`src/smnp_pkg.sv`:
```
`timescale 1ns / 1ps
`default_nettype none
// ----------------------------------------------------------------------------
// smnp_pkg
// Types and constants for the strobed mouse nibble port: command codes,
// transaction payloads and phase sequence limits.
// ----------------------------------------------------------------------------
package smnp_pkg;

  typedef enum logic [1:0] {
    CMD_STROBE  = 2'd0,
    CMD_READ    = 2'd1,
    CMD_CONNECT = 2'd2,
    CMD_MOTION  = 2'd3
  } cmd_t;

  typedef logic [2:0] phase_t;

  localparam phase_t     PHASE_IDLE  = 3'd0;
  localparam phase_t     PHASE_LATCH = 3'd2;
  localparam logic [3:0] PHASE_WRAP  = 4'd6;

  typedef struct packed {
    cmd_t              cmd;
    logic [1:0]        target_port;
    logic              com_level;
    logic              enable;
    logic signed [7:0] delta_x;
    logic signed [7:0] delta_y;
    logic [1:0]        buttons;
  } in_item_t;

  typedef struct packed {
    logic [3:0] port_nibble;
    logic       trigger_a;
    logic       trigger_b;
    logic       com_echo;
  } out_item_t;

endpackage
`default_nettype wire

```
`src/strobed_mouse_nibble_port.sv`:
```
`timescale 1ns / 1ps
`default_nettype none
// ----------------------------------------------------------------------------
// strobed_mouse_nibble_port
// Joystick-port mouse: accumulates motion, steps a strobed phase sequence and
// returns the inverted data nibble plus button and echo bits for every transaction.
// ----------------------------------------------------------------------------
// path from input transaction to result: the input register, then
//   the state update and result register
// throughput: one transaction per cycle; the state update is the
//   only loop, and output backpressure stalls the input register
// reset (rst_n low, synchronous): disconnected, phase 0, counters and latches
//   cleared, port_select 0, no transaction held
module strobed_mouse_nibble_port (
  input  wire                  clk,
  input  wire                  rst_n,
  input  wire                  cfg_we,
  input  wire [1:0]            cfg_wdata,
  input  wire                  in_valid,
  output logic                 in_ready,
  input  wire smnp_pkg::in_item_t in_data,
  output logic                 out_valid,
  input  wire                  out_ready,
  output smnp_pkg::out_item_t  out_data
);
  import smnp_pkg::*;

  logic [1:0]        port_sel_r;
  logic              in_vld_r;
  in_item_t          in_data_r;
  logic              out_vld_r;
  out_item_t         out_data_r, out_data_nxt;

  phase_t            phase_r, phase_nxt;
  logic signed [7:0] accum_x_r, accum_x_nxt;
  logic signed [7:0] accum_y_r, accum_y_nxt;
  logic [7:0]        latched_x_r, latched_x_nxt;
  logic [7:0]        latched_y_r, latched_y_nxt;
  logic              seen_r, seen_nxt;
  logic              echo_r, echo_nxt;
  logic              conn_r, conn_nxt;
  logic [1:0]        btn_r, btn_nxt;

  logic              fire;
  logic signed [7:0] samp_x, samp_y, conn_x, conn_y;
  logic [3:0]        step_next;
  logic [3:0]        nibble;

  // add a delta and fold back once by 128 when outside +-127
  function automatic logic signed [7:0] fold_add(input logic signed [7:0] a,
                                                 input logic signed [7:0] d);
    logic signed [8:0] s;
    s = {a[7], a} + {d[7], d};
    if (s < -9'sd127) begin
      s = s + 9'sd128;
    end else if (s > 9'sd127) begin
      s = s - 9'sd128;
    end
    return s[7:0];
  endfunction

  assign fire     = in_vld_r && (!out_vld_r || out_ready);
  assign in_ready = !in_vld_r || fire;

  assign samp_x    = fold_add(accum_x_r, in_data_r.delta_x);
  assign samp_y    = fold_add(accum_y_r, in_data_r.delta_y);
  assign conn_x    = fold_add(8'sd0, in_data_r.delta_x);
  assign conn_y    = fold_add(8'sd0, in_data_r.delta_y);
  assign step_next = {1'b0, phase_r} + 4'd1;

  always_comb begin
    phase_nxt     = phase_r;
    accum_x_nxt   = accum_x_r;
    accum_y_nxt   = accum_y_r;
    latched_x_nxt = latched_x_r;
    latched_y_nxt = latched_y_r;
    seen_nxt      = seen_r;
    echo_nxt      = echo_r;
    conn_nxt      = conn_r;
    btn_nxt       = btn_r;
    case (in_data_r.cmd)
      CMD_STROBE: begin
        if (in_data_r.target_port == port_sel_r && conn_r) begin
          seen_nxt = in_data_r.com_level;
          if (echo_r != in_data_r.com_level) begin
            if (phase_r == PHASE_IDLE) begin
              if (in_data_r.com_level) begin
                latched_x_nxt = 8'(-samp_x);
                latched_y_nxt = 8'(-samp_y);
                accum_x_nxt   = 8'sd0;
                accum_y_nxt   = 8'sd0;
                phase_nxt     = PHASE_LATCH;
                echo_nxt      = 1'b1;
              end
            end else if (step_next >= PHASE_WRAP) begin
              phase_nxt = PHASE_IDLE;
              echo_nxt  = 1'b0;
            end else begin
              phase_nxt = step_next[2:0];
              echo_nxt  = in_data_r.com_level;
            end
          end
        end
      end
      CMD_READ: begin
        btn_nxt = in_data_r.buttons;
      end
      CMD_CONNECT: begin
        if (in_data_r.enable != conn_r) begin
          phase_nxt     = PHASE_IDLE;
          accum_x_nxt   = conn_x;
          accum_y_nxt   = conn_y;
          latched_x_nxt = 8'd0;
          latched_y_nxt = 8'd0;
          seen_nxt      = !in_data_r.enable;
          echo_nxt      = 1'b0;
          btn_nxt       = 2'd0;
        end
        conn_nxt = in_data_r.enable;
      end
      CMD_MOTION: begin
        accum_x_nxt = samp_x;
        accum_y_nxt = samp_y;
      end
      default: begin
        accum_x_nxt = samp_x;
        accum_y_nxt = samp_y;
      end
    endcase
  end

  // nibble order: y high, x low, x high, y low
  always_comb begin
    case (phase_nxt)
      3'd0:    nibble = latched_y_nxt[7:4];
      3'd1:    nibble = latched_x_nxt[3:0];
      3'd2:    nibble = latched_x_nxt[3:0];
      3'd3:    nibble = latched_x_nxt[7:4];
      3'd4:    nibble = latched_y_nxt[3:0];
      default: nibble = latched_y_nxt[7:4];
    endcase
    out_data_nxt.port_nibble = ~nibble;
    out_data_nxt.trigger_a   = btn_nxt[0];
    out_data_nxt.trigger_b   = btn_nxt[1];
    out_data_nxt.com_echo    = echo_nxt;
  end

  always_ff @(posedge clk) begin
    if (!rst_n) begin
      port_sel_r  <= 2'd0;
      in_vld_r    <= 1'b0;
      out_vld_r   <= 1'b0;
      phase_r     <= PHASE_IDLE;
      accum_x_r   <= 8'sd0;
      accum_y_r   <= 8'sd0;
      latched_x_r <= 8'd0;
      latched_y_r <= 8'd0;
      seen_r      <= 1'b1;
      echo_r      <= 1'b0;
      conn_r      <= 1'b0;
      btn_r       <= 2'd0;
    end else begin
      if (cfg_we) begin
        port_sel_r <= cfg_wdata;
      end
      if (in_ready) begin
        in_vld_r <= in_valid;
      end
      if (fire) begin
        out_vld_r   <= 1'b1;
        phase_r     <= phase_nxt;
        accum_x_r   <= accum_x_nxt;
        accum_y_r   <= accum_y_nxt;
        latched_x_r <= latched_x_nxt;
        latched_y_r <= latched_y_nxt;
        seen_r      <= seen_nxt;
        echo_r      <= echo_nxt;
        conn_r      <= conn_nxt;
        btn_r       <= btn_nxt;
      end else if (out_ready) begin
        out_vld_r <= 1'b0;
      end
    end
  end

  // payload registers
  always_ff @(posedge clk) begin
    if (in_ready && in_valid) begin
      in_data_r <= in_data;
    end
    if (fire) begin
      out_data_r <= out_data_nxt;
    end
  end

  assign out_valid = out_vld_r;
  assign out_data  = out_data_r;

  // phase 1 and phase 7 are never entered
  a_phase_reach: assert property (@(posedge clk) disable iff (!rst_n)
    phase_r != 3'd1 && phase_r != 3'd7)
    else $error("phase counter entered an unreachable phase");

  // folding keeps the counters inside +-127
  a_accum_range: assert property (@(posedge clk) disable iff (!rst_n)
    accum_x_r != -8'sd128 && accum_y_r != -8'sd128)
    else $error("motion counter reached -128");

  // a disconnected mouse sits at phase 0 with the echo low
  a_disc_idle: assert property (@(posedge clk) disable iff (!rst_n)
    !conn_r |-> (phase_r == PHASE_IDLE && !echo_r))
    else $error("phase sequence active while disconnected");

  // echo stays low while the phase counter sits at idle
  a_echo_phase: assert property (@(posedge clk) disable iff (!rst_n)
    (phase_r == PHASE_IDLE) |-> !echo_r)
    else $error("echo high at phase 0");

endmodule
`default_nettype wire
```
`config.mk`:
```
export PLATFORM = sky130hd
export DESIGN_NAME = strobed_mouse_nibble_port
export DESIGN_NICKNAME = d
export VERILOG_FILES = /design/src/smnp_pkg.sv /design/src/strobed_mouse_nibble_port.sv
export SDC_FILE = /design/constraint.sdc
export NUM_CORES = 1
export LEC_CHECK = 0
export ABC_AREA = 1
export BUFFER_PORTS_ARGS = -buffer_cell sky130_fd_sc_hd__clkbuf_2
export CAP_MARGIN = 20
export CELL_PAD_IN_SITES_DETAIL_PLACEMENT = 0
export CELL_PAD_IN_SITES_GLOBAL_PLACEMENT = 2
export CORE_AREA = 2 2 127 129
export CTS_CLUSTER_SIZE = 10
export DETAILED_ROUTE_END_ITERATION = 6
export DIE_AREA = 0 0 129 131
export HOLD_SLACK_MARGIN = 0.1
export PLACE_DENSITY = 0.71
export SLEW_MARGIN = 20
export SYNTH_ARGS = -nofsm -noshare
export SYNTH_HDL_FRONTEND = slang
export SYNTH_SLANG_ARGS = --single-unit
```
`constraint.sdc`:
```
create_clock -name clk -period 2.2 [get_ports clk]
set_input_delay 0.44 -clock clk [delete_from_list [all_inputs] [get_ports clk]]
set_output_delay 0.44 -clock clk [all_outputs]
set_load 0.02 [all_outputs]
```
-- Word-level counts from Yosys, hierarchy flattened
Index checks and enable logic that the tools add are counted.
- register bits after elaboration: 74
- bits of input ports: 31
- output and inout port bits: 9
- word-level logic and storage cells: 121
- add/sub/neg operators: 13
- magnitude comparators: 9
- eq/ne operators: 15
- muxes and demuxes: 47
- bitwise operators: 1
- reduce and logical (&&, ||, !) cells: 14
- operator list (cell ; count):
    two-way mux 8 bit ; 24
    case mux 8 bit (3 select lines) ; 2
    adder 8 bit (second input constant) ; 4
    case mux 8 bit (2 select lines) ; 2
    subtractor 8 bit (second input constant) ; 4
    adder 8 x 8 -> 9 bit ; 2
    greater-than comparator 9 x 8 -> 1 bit (second input constant) ; 2
    < comparator 9 x 8 -> 1 bit (second input constant) ; 2
    two-way mux 3 bit ; 6
    greater-than comparator 8 bit (second input constant) ; 2
    < comparator 8 bit (second input constant) ; 2
    negation 8 bit ; 2
    case mux 4 bit (3 select lines) ; 1
    inequality test 2 bit (second input constant) ; 5
    two-way mux 1 bit ; 8
    AND reduction 7 bit ; 1
    == test 3 x 2 -> 1 bit (second input constant) ; 2
    case mux 3 bit (2 select lines) ; 1
    adder 3 x 1 -> 4 bit (second input constant) ; 1
    == test 2 bit (second input constant) ; 2
    greater-or-equal comparator 4 x 3 -> 1 bit (second input constant) ; 1
    inverter 4 bit ; 1
    case mux 2 bit (2 select lines) ; 1
    == test 3 x 1 -> 1 bit (second input constant) ; 1
    15 further kinds ; 20

-- Logic depth before layout (Yosys ltp)
- word-level depth: 12
- depth in mapped cells: 19
- depth with buffers taken out: 19

-- Worst setup path after synthesis
Ideal clock, no wire load.
- path kind: register to register
- start: register in_data_r[2] (netlist bit)
- end: register out_data_r, in the netlist out_data[6], data pin
- library setup time: 0.252 ns
- arrival: 2.188 ns
- required time: 1.948 ns
- setup slack: -0.240 ns
- cell stages (with the launch flop): 15
- buffers on the path: 0
- clock period less this slack: 2.440 ns
- cells stage by stage: edfxtp_1 -> ha_1 -> fa_1 -> xnor2_2 -> nand2_1 -> nor2_2 -> nand2_2 -> nor2_4 -> nand3_2 -> nand2_2 -> nand2_2 -> nand3_1 -> nand3_2 -> nand3_1 -> nand2_1
- RTL lines (what ; RTL line ; source):
    start: declaration ; strobed_mouse_nibble_port.sv:30 ; in_item_t in_data_r;
    start signal: assignment ; strobed_mouse_nibble_port.sv:189 ; in_data_r <= in_data;
    end signal: assignment ; strobed_mouse_nibble_port.sv:192 ; out_data_r <= out_data_nxt;
    end: declaration ; strobed_mouse_nibble_port.sv:32 ; out_item_t out_data_r, out_data_nxt;

==> impl_metrics.toml <==
[sta]
grt_setup_unrepaired = "yes"
relSlewSlack = 0.448
finalSetupViolCount = 10
fmax_mhz = 404
period_share = 1.12
tightestPinTransition_ns = 0.828
fin_crit_ns = 2.47
hold_violations = 0
setup_slack_ns = -0.274
slew_violations = 0
fin_skew_ns = 0.00596
setup-tns-final_ns = -1.77
hold_ws_ns = 0.265

[critical_path]
worstPathCellList = "ha_4 > fa_2 > ha_2 > nand3b_1 > nor2_1 > nand3_1 > nor2_1 > nand3_1 > nand2_2 > nand2_1 > nand2_1 > nand3_2 > nand3_1 > nand2_1"
cp.arrival_ns = 2.58
critPathKind = "register to register"
slowest_delay_ns = 0.49
cp-start-kind = "register"
reg2reg_slack_ns = -0.27
end_kind = "register"
required_ns = 2.31
cp_slowest_cell = "fa_2"
path_max_fanout = 4

[synthesis]
avgSynthCellArea_sq_um = 7.38
synth-warning-count = 0
synth_top_area_frac = 0.198
yosysTopAreaCell = "edfxtp_1"
synth_seq_cells = 74
synth_cell_types = 42
yosys_most_used_dff = "dfxtp_1"
seq_area_frac_synth = 0.382
synth_edf_count = 31
synth-async-reset-ratio = 0
syn_nets = 698
synthCells = 636
synth.area.top_cells = "edfxtp_1 20%, dfxtp_1 18%, nand2_1 12%"
netlist_area_sq_um = 4690

[status]
violations = "setup timing"
status = "complete, but fails checks"

[pwr]
p_int_w = 0.00304
finalPower_w = 0.00431
sw_frac_of_total = 0.294
p_leak_nw = 3.17
switching_power_w = 0.00127
comb_power_share = 0.256
clkPwrFrac = 0.380
vdd_drop_max_mv = 0.362
pwr-share-seq = 0.364
p_per_area_nw_per_um2 = 656

[final_layout]
seqCellArea_sq_um = 1790
area_growth_pct = 40.0
num_antenna_cells = 0
layout_commonest_cell = "nand2_1"
layout_common_cells = "133 x nand2_1, 107 x inv_1, 103 x buf_4"
layout.nets = 841
drive_gt1_frac = 0.329
multi_input_area_sq_um = 2690
num-fill-cells = 1625

[global_routing]
grt_first_pass_wirelength_um = 22200
grt_antenna_before_repair = 0
grt_pass1_vias = 4518
grt_max_degree = 25
grtUsageTotal = 0.170
gr-total-overflow = 0

[hold_path]
min_path_type = "input pin to register"

[place]
post-dp-hpwl_um = 10200
gp_congestion = 0.846
port_buffers = 39
preCtsSetupSlack_ns = -0.279

[cts]
cts_sinks = 74
cts_tree = "built"
path_clk_slew_ns = 0.06
cts_max_level = 3
holdBufCountCts = 0
cts_inserted_buffers = 9
clock_latency_ns = 0.35
clockBufferDepth = 2
clock-root-buffer = "clkbuf_16"

[floorplan]
dieArea_sq_um = 16900
core-area_sq_um = 15600
die_x_um = 129
ios = 40
num_rows = 46
dieHeight_um = 131
start_util = 0.301

[run]
drv_cap = 0

[drt]
vias = 4556
wirelength_um = 13500
ant_nets = 0
wl_per_cell_um = 13.5
avgViaCountPerCell = 4.56
drt_iter0_drc = 184
route.detailed.drc = 0
dr.pass1.iters = 5
## power by group through the flow
stage | registers, W | logic, W | clock network [W]
2_1_floorplan | 0.00160 | 0.000544 | 0
3_3_place_gp | 0.00160 | 0.000965 | 0
3_5_place_dp | 0.00160 | 0.000975 | 0
4_1_cts | 0.00157 | 0.00102 | 0.00168
5_1_grt | 0.00158 | 0.00123 | 0.00174
6_report | 0.00157 | 0.00110 | 0.00164
## logic make-up after synthesis
family	after synthesis	share of synthesized area
simple gates	272	0.269
flops	74	0.382
fa+ha+maj	31	0.0858
xor+xnor	5	0.0109
compound gates	121	0.144
buf+inv	133	0.108
## layer usage
metal	GRT usage	vias to the layer above	routed length (um)
li1	-	2367	-
met1	0.222	2091	6420
met2	0.279	81	6310
met3	0.0362	17	516
met4	0.0575	0	279
met5	0	-	0
## per-stage QoR
| step | cells | area (sq um) | util |
|---|---|---|---|
| after floorplan | 636 | 4720 | - |
| after global routing | 1000 | 6570 | 0.421 |
| after detailed placement | 972 | 5870 | 0.376 |
| final | 1000 | 6570 | 0.421 |
| after global placement | 972 | 5870 | 0.376 |
| after CTS | 994 | 6340 | 0.407 |
## critical path: cells and delay by family (launching register included)
| kind | cells | cell delay (ns) |
|---|---|---|
| adder cells (fa/ha/maj) | 3 | 0.88 |
| flip-flops | 1 | 0.43 |
| AND/OR/NAND/NOR | 11 | 0.90 |
## repair_timing
| action | 4_1_cts | 5_1_grt |
|---|---|---|
| endpoints found under the setup margin | 13 | 20 |
| resized for setup | 33 | 52 |
| pin swaps | 10 | 24 |
| buffers inserted | 6 | 7 |
## final cells by class
class | count | share of cell area
Sequential cell | 74 | 0.273
Clock inverter | 4 | 0.0116
Multi-Input combinational cell | 429 | 0.409
Tap cell | 216 | 0.0411
Clock buffer | 12 | 0.0375
Inverter | 117 | 0.0676
Timing Repair Buffer | 148 | 0.160
## final timing paths
| path | to | cells after the start | startpoint |
|---|---|---|---|
| min | in_data_r[7] | 1 | in_data[7] |
| max | out_data[6] | 14 | in_data_r[2] |
| min reg2reg | port_sel_r[0] | 2 | port_sel_r[0] |
| max reg2reg | out_data[6] | 14 | in_data_r[2] |
## cell usage after synthesis (2+ instances only)
| master | count |
|---|---|
| edfxtp_1 | 31 |
| nor3_1 | 3 |
| ha_1 | 29 |
| clkbuf_1 | 11 |
| o211ai_1 | 2 |
| dfxtp_1 | 43 |
| o22ai_1 | 5 |
| fa_1 | 2 |
| nor2_4 | 3 |
| a31oi_1 | 5 |
| nand3b_1 | 4 |
| nand3_1 | 40 |
| o21ai_1 | 5 |
| nor2_1 | 35 |
| a221oi_1 | 8 |
| nand3_2 | 8 |
| nor2_2 | 6 |
| nand4_1 | 7 |
| o21ai_0 | 49 |
| buf_2 | 4 |
| inv_2 | 4 |
| a211oi_1 | 2 |
| xnor2_1 | 3 |
| nor4_1 | 2 |
| nand2_2 | 12 |
| a21oi_1 | 39 |
| o21ai_2 | 2 |
| nand2_1 | 145 |
| inv_1 | 113 |
| o21bai_1 | 2 |
## sequential cells by signal (all words and copies together) (netlist names)
name / count
out_valid: 1
phase_r: 3
latched_y_r: 8
in_data_r: 24
port_sel_r: 2
accum_y_r: 8
btn_r: 2
in_vld_r: 1
accum_x_r: 8
latched_x_r: 8
out_data: 7
echo_r: 1
conn_r: 1
(Power assumes the default switching activity.)
